`src/design/kvt_pkg.sv`:
```
// Package with the sizes, request codes and payload types of the key/value table.
package kvt_pkg;

    localparam int ENTRIES    = 64;
    localparam int KEY_BITS   = 20;
    localparam int VALUE_BITS = 20;
    localparam int IDX_W      = (ENTRIES > 1) ? $clog2(ENTRIES) : 1;

    localparam logic [1:0] REQ_PUT    = 2'd0;
    localparam logic [1:0] REQ_GET    = 2'd1;
    localparam logic [1:0] REQ_REMOVE = 2'd2;

    typedef struct packed {
        logic [1:0]            req_type;
        logic [KEY_BITS-1:0]   key;
        logic [VALUE_BITS-1:0] value;
    } t_req;

    typedef struct packed {
        logic                  found;
        logic [VALUE_BITS-1:0] read_value;
        logic                  table_full;
    } t_rsp;

    // A request as it walks down the row of cells, with what it has gathered so far.
    typedef struct packed {
        logic                  v;
        t_req                  req;
        logic                  found;
        logic [VALUE_BITS-1:0] rd;
        logic                  free_seen;
        logic [IDX_W-1:0]      free_idx;
    } t_probe;

    // Write of a new pair into the slot chosen after the walk.
    typedef struct packed {
        logic                  en;
        logic [IDX_W-1:0]      idx;
        logic [KEY_BITS-1:0]   key;
        logic [VALUE_BITS-1:0] value;
    } t_alloc;

endpackage

```
`src/design/kvt_cell.sv`:
```
// One slot of the key/value table, with the probe stage that passes requests on.
module kvt_cell import kvt_pkg::*; (
    input  logic             i_clk,
    input  logic             i_rst_n,
    input  logic [IDX_W-1:0] i_index,
    input  t_probe           i_probe,
    input  logic             i_hold,
    input  t_alloc           i_alloc,
    output t_probe           o_probe
);

    logic                  r_valid;
    logic [KEY_BITS-1:0]   r_key;
    logic [VALUE_BITS-1:0] r_value;
    t_probe                r_probe;
    t_probe                n_probe;
    logic                  w_op_ok;
    logic                  w_hit;
    logic                  w_alloc_me;

    assign w_op_ok = (i_probe.req.req_type == REQ_PUT) ||
                     (i_probe.req.req_type == REQ_GET) ||
                     (i_probe.req.req_type == REQ_REMOVE);
    assign w_hit = i_probe.v && w_op_ok && r_valid && (r_key == i_probe.req.key);
    assign w_alloc_me = i_alloc.en && (i_alloc.idx == i_index);

    always_comb begin
        n_probe = i_probe;
        if (w_hit) begin
            n_probe.found = 1'b1;
            if (i_probe.req.req_type == REQ_GET) begin
                n_probe.rd = r_value;
            end
        end
        // The first empty slot on the way is remembered for a put of a new key.
        if (i_probe.v && !r_valid && !i_probe.free_seen) begin
            n_probe.free_seen = 1'b1;
            n_probe.free_idx  = i_index;
        end
    end

    always_ff @(posedge i_clk) begin
        if (!i_rst_n) begin
            r_probe.v <= 1'b0;
        end else if (!i_hold) begin
            r_probe <= n_probe;
        end
    end

    always_ff @(posedge i_clk) begin
        if (!i_rst_n) begin
            r_valid <= 1'b0;
        end else if (w_hit && (i_probe.req.req_type == REQ_REMOVE)) begin
            r_valid <= 1'b0;
        end else if (w_alloc_me) begin
            r_valid <= 1'b1;
        end
    end

    always_ff @(posedge i_clk) begin
        if (w_hit && (i_probe.req.req_type == REQ_PUT)) begin
            r_value <= i_probe.req.value;
        end else if (w_alloc_me) begin
            r_key   <= i_alloc.key;
            r_value <= i_alloc.value;
        end
    end

    assign o_probe = r_probe;

endmodule

```
`config.mk`:
```
export PLATFORM = sky130hd
export DESIGN_NAME = kvt_cell
export DESIGN_NICKNAME = d
export VERILOG_FILES = /design/src/design/kvt_pkg.sv /design/src/design/kvt_cell.sv
export SDC_FILE = /design/constraint.sdc
export NUM_CORES = 1
export LEC_CHECK = 0
export BUFFER_PORTS_ARGS = -buffer_cell sky130_fd_sc_hd__buf_4
export CORE_MARGIN = 3
export CORE_UTILIZATION = 50
export DETAILED_ROUTE_END_ITERATION = 8
export GPL_ROUTABILITY_DRIVEN = 0
export PLACE_DENSITY_LB_ADDON = 0.2
export SLEW_MARGIN = 20
export SYNTH_ARGS = -nofsm -noshare
export SYNTH_HDL_FRONTEND = slang
export SYNTH_SLANG_ARGS = --single-unit
```
`constraint.sdc`:
```
create_clock -name i_clk -period 6.4 [get_ports i_clk]
set_input_delay 0.96 -clock i_clk [delete_from_list [all_inputs] [get_ports i_clk]]
set_output_delay 0.96 -clock i_clk [all_outputs]
set_load 0.02 [all_outputs]
```
==> flow_summary.html <==
<table>
<tr><th>Metric</th><th>Value</th></tr>
<tr><th colspan="2">Status</th></tr>
<tr><td>Outcome</td><td>complete, no violations</td></tr>
<tr><th colspan="2">Final layout</th></tr>
<tr><td>Share of final-layout standard cells stronger than drive strength 1</td><td>60.93%</td></tr>
<tr><td>Final instance count without filler cells</td><td>535</td></tr>
<tr><td>Finished Cell Area</td><td>6138 um^2</td></tr>
<tr><td>Antenna diode count</td><td>0</td></tr>
<tr><td>Multi-input gate area in the final layout</td><td>944.7 um^2</td></tr>
<tr><td>Area taken by flip-flops and latches</td><td>3343 um^2</td></tr>
<tr><td>Total Nets Final</td><td>552</td></tr>
<tr><td>Area grow syn2layout</td><td>41.79%</td></tr>
<tr><td>Share of the core filled with cells</td><td>73.96%</td></tr>
<tr><td>Count of fill cells added during filler insertion</td><td>537</td></tr>
<tr><th colspan="2">Clock network</th></tr>
<tr><td>Resize count post-CTS</td><td>0</td></tr>
<tr><td>Worst skew pair latency</td><td>360 ps</td></tr>
<tr><td>Clock-pin transition on the worst setup and hold timing paths</td><td>110 ps</td></tr>
<tr><td>Number of setup buffers added after CTS</td><td>0</td></tr>
<tr><td>Number of clock sinks seen by CTS</td><td>112</td></tr>
<tr><td>Deepest clock path buffer count</td><td>2</td></tr>
<tr><td>CTS root buffer</td><td>clkbuf_8</td></tr>
<tr><td>TritonCTS clock tree</td><td>yes</td></tr>
<tr><td>CTS Buf Count</td><td>9</td></tr>
<tr><td>H-tree levels</td><td>3</td></tr>
<tr><td>Post-cts hold buffer count</td><td>0</td></tr>
<tr><th colspan="2">Power</th></tr>
<tr><td>Net switching power figure</td><td>335.8 uW</td></tr>
<tr><td>Clock network fraction of total power</td><td>28.9%</td></tr>
<tr><td>LEAKAGE</td><td>2.452 nW</td></tr>
<tr><td>Portion of total power attributed to sequential cells</td><td>58.1%</td></tr>
<tr><td>Logic gate share of total power</td><td>13.0%</td></tr>
<tr><td>Internal power</td><td>1.132 mW</td></tr>
<tr><td>Switching Fraction</td><td>22.88%</td></tr>
<tr><td>Power per Cell Area</td><td>239.1 nW/um^2</td></tr>
<tr><td>Peak supply drop</td><td>133.4 uV</td></tr>
<tr><th colspan="2">STA</th></tr>
<tr><td>Worst-case headroom to the max-slew limit</td><td>34.03%</td></tr>
<tr><td>Worst-margin pin slew</td><td>988.4 ps</td></tr>
<tr><td>Highest clock rate</td><td>305.6 MHz</td></tr>
<tr><td>Setup TNS</td><td>0 ps</td></tr>
<tr><td>RSZ-0062 raised after global routing</td><td>false</td></tr>
<tr><td>Tmin final</td><td>3273 ps</td></tr>
<tr><td>Clock skew</td><td>16.84 ps</td></tr>
<tr><td>Slew Limit Fails</td><td>0</td></tr>
<tr><td>Share of the clock period used by the worst path after layout</td><td>51.13%</td></tr>
<tr><td>Final number of hold-violating endpoints</td><td>0</td></tr>
<tr><td>Final Hold Slack</td><td>557.0 ps</td></tr>
<tr><td>Setup violations, final</td><td>0</td></tr>
<tr><th colspan="2">Detailed routing</th></tr>
<tr><td>Met2 WL</td><td>4939 um</td></tr>
<tr><td>DR vias</td><td>2642</td></tr>
<tr><td>Detail Route met3 WL</td><td>1017 um</td></tr>
<tr><td>Detailed-route wire length per cell</td><td>17.49 um</td></tr>
<tr><td>Remaining routing DRC violations</td><td>0</td></tr>
<tr><td>Met1 wire length</td><td>3217 um</td></tr>
<tr><td>Number of nets with antenna violations after detailed routing</td><td>0</td></tr>
<tr><td>Drt via density</td><td>4.938</td></tr>
<tr><td>Top sig layer</td><td>met4</td></tr>
<tr><td>Detailed router's first-iteration violation count</td><td>100</td></tr>
<tr><td>TritonRoute pass-1 iters</td><td>7</td></tr>
<tr><td>Routed wire length</td><td>9359 um</td></tr>
<tr><th colspan="2">Global route</th></tr>
<tr><td>Largest net degree at the start of global routing</td><td>42</td></tr>
<tr><td>Number of antenna violations at the first check in global routing</td><td>0</td></tr>
<tr><td>Global router's overall resource usage</td><td>18.87%</td></tr>
<tr><td>Number of global-route vias before repair</td><td>2761</td></tr>
<tr><td>Global-route wire length before repair</td><td>13970 um</td></tr>
<tr><td>Global-route congestion overflow total</td><td>0</td></tr>
<tr><th colspan="2">Logic synthesis</th></tr>
<tr><td>Mapped Avg Cell Area</td><td>19.86 um^2</td></tr>
<tr><td>Net count after synthesis</td><td>345</td></tr>
<tr><td>Yosys warning count</td><td>0</td></tr>
<tr><td>Post-synthesis instance total</td><td>218</td></tr>
<tr><td>Netlist cell types</td><td>25</td></tr>
<tr><td>Fraction of synthesis flops using an asynchronous set or reset pin</td><td>0%</td></tr>
<tr><td>Number of enable flip-flop cells after synthesis</td><td>110</td></tr>
<tr><td>Most frequent cell after synthesis</td><td>edfxtp_1</td></tr>
<tr><td>Dominant register cell in the synthesized netlist</td><td>edfxtp_1</td></tr>
<tr><td>Synth top cells by count</td><td>110 x edfxtp_1, 39 x mux2_2, 21 x xor2_1, 7 x mux2_1</td></tr>
<tr><td>Ranking of synthesized cells by area</td><td>edfxtp_1 76%, mux2_2 10%, xor2_1 4.2%</td></tr>
<tr><td>Combined area of all synthesized cells</td><td>4329 um^2</td></tr>
<tr><td>Sequential-to-total area share from yosys stat</td><td>77.23%</td></tr>
<tr><td>Yosys reg bits</td><td>112</td></tr>
<tr><td>Area share of the largest cell type after synthesis</td><td>76.30%</td></tr>
<tr><td>Most area-hungry cell type in the Yosys netlist</td><td>edfxtp_1</td></tr>
<tr><th colspan="2">Hold path</th></tr>
<tr><td>Hold Crit Start</td><td>r_value[3]</td></tr>
<tr><td>Tightest Hold Check Type</td><td>register to register</td></tr>
<tr><td>Hold-critical path depth</td><td>1</td></tr>
<tr><td>Hold endpoint</td><td>o_probe[10]</td></tr>
<tr><th colspan="2">Die</th></tr>
<tr><td>Chip height</td><td>99.05 um</td></tr>
<tr><td>Core Region</td><td>8299 um^2</td></tr>
<tr><td>Placement row count</td><td>33</td></tr>
<tr><td>Starting utilization of the core area</td><td>52.16%</td></tr>
<tr><td>Number of top-level pins</td><td>198</td></tr>
<tr><td>Die X</td><td>99.05 um</td></tr>
<tr><td>Die area</td><td>9811 um^2</td></tr>
<tr><th colspan="2">Critical path</th></tr>
<tr><td>Worst-path cell chain</td><td>buf_4 -&gt; xor2_1 -&gt; nor4_1 -&gt; nand3_1 -&gt; nor4_4 -&gt; buf_4 -&gt; nand2b_1</td></tr>
<tr><td>Arrival time at the worst endpoint</td><td>3260 ps</td></tr>
<tr><td>Highest-delay cell along the critical path</td><td>nand2b_1</td></tr>
<tr><td>Classification of the worst setup path</td><td>input port to register</td></tr>
<tr><td>Startpoint types</td><td>input port</td></tr>
<tr><td>Number of cell instances on the worst register-to-register path</td><td>6</td></tr>
<tr><td>Launching point of the worst reg2reg path</td><td>r_key[9]</td></tr>
<tr><td>Destination of the worst register-to-register timing path</td><td>r_value[11]</td></tr>
<tr><td>Cell type with the highest occurrence count on the critical path</td><td>buf_4</td></tr>
<tr><td>Delay contributed by the slowest stage of the critical path</td><td>790 ps</td></tr>
<tr><td>Slack of the worst reg-to-reg path</td><td>3460 ps</td></tr>
<tr><td>CP required</td><td>6390 ps</td></tr>
<tr><td>Endpoint kind of the worst setup timing path</td><td>register</td></tr>
<tr><td>Crit path max fanout</td><td>22</td></tr>
<tr><td>Launch point of the worst path</td><td>i_probe[57]</td></tr>
<tr><th colspan="2">Placement</th></tr>
<tr><td>Buffers added on ports</td><td>197</td></tr>
<tr><td>Post-place instance area</td><td>5936 um^2</td></tr>
<tr><td>DP Cell Count</td><td>519</td></tr>
<tr><td>Half-perimeter wire length after detailed placement</td><td>6996 um</td></tr>
<tr><th colspan="2">Flow run</th></tr>
<tr><td>Maximum capacitance violations</td><td>0</td></tr>
</table>
-- cell type report --
| cell class | count | area share, % |
|---|---|---|
| clock buffers | 9 | 2.018 |
| clock inverters | 7 | 1.284 |
| inverters | 4 | 0.2446 |
| multi-input cells | 98 | 15.39 |
| flip-flops and latches | 112 | 54.46 |
| well taps | 105 | 2.140 |
| repair buffers | 200 | 24.46 |
-- placed cells by master, fill, tap and decap left out, drive strengths merged, types with 2 or more instances in the layout --
cell / n
buf: 200
edfxtp: 110
mux2: 46
xor2: 21
clkbuf: 9
inv: 6
nor4: 6
nor2b: 4
xnor2: 3
clkinv: 3
nand2: 2
nand4: 2
nand2b: 2
or2: 2
dfxtp: 2
nor2: 2
-- through the flow --
stage	total power, mW	worst slack (ps)
after floorplan	0.9425	1806
after global placement	1.057	2775
after detailed placement	1.062	2674
after CTS	1.481	3062
after global routing	1.523	2913
final	1.468	3127
-- logic make-up (layout without fill, tap and decap cells) --
| family | Yosys count | in the layout | share of synthesized area (%) |
|---|---|---|---|
| buffers and inverters | 8 | 220 | 1.387 |
| xor gates and xnor gates | 24 | 24 | 4.856 |
| and+or+nand+nor | 25 | 25 | 3.873 |
| DFF | 112 | 112 | 77.23 |
| muxes | 47 | 47 | 12.20 |
| AOI/OAI and AO/OA | 2 | 2 | 0.4624 |
-- worst max-delay path, delay by kind of cell --
family        cells  cell delay, ps
buf+inv           2             450
xor+xnor          1             150
simple gates      4            1690
-- power by group through the flow --
stage               sequential, mW  combinational (mW)  clock (mW)
floorplan                    0.911              0.0318           0
global placement             0.868               0.189           0
detailed placement           0.870               0.192           0
CTS                          0.853               0.193       0.435
global route                 0.856               0.203       0.464
finish                       0.853               0.190       0.425
-- metal layers --
metal / up-vias / GRT usage, %
li1: 1252 / -
met1: 1247 / 20.67
met2: 127 / 32.28
met3: 16 / 8.493
met4: 0 / 6.933
met5: - / 0
-- flip-flops by register name, indices dropped and copies added, names as in the netlist --
register	cells
o_probe	71
r_value	20
r_valid	1
r_key	20
-- how the worst max path moves through the flow --
stage	to	slack [ps]	depth (start not counted)
6_report	r_value[11]	3130	7
5_1_grt	r_value[11]	2910	7
4_1_cts	r_value[11]	3060	7
3_5_place_dp	r_value[18]	2670	7
3_3_place_gp	r_value[11]	2770	7
2_1_floorplan	o_probe[0]	1810	1
(Power assumes the default switching activity.)
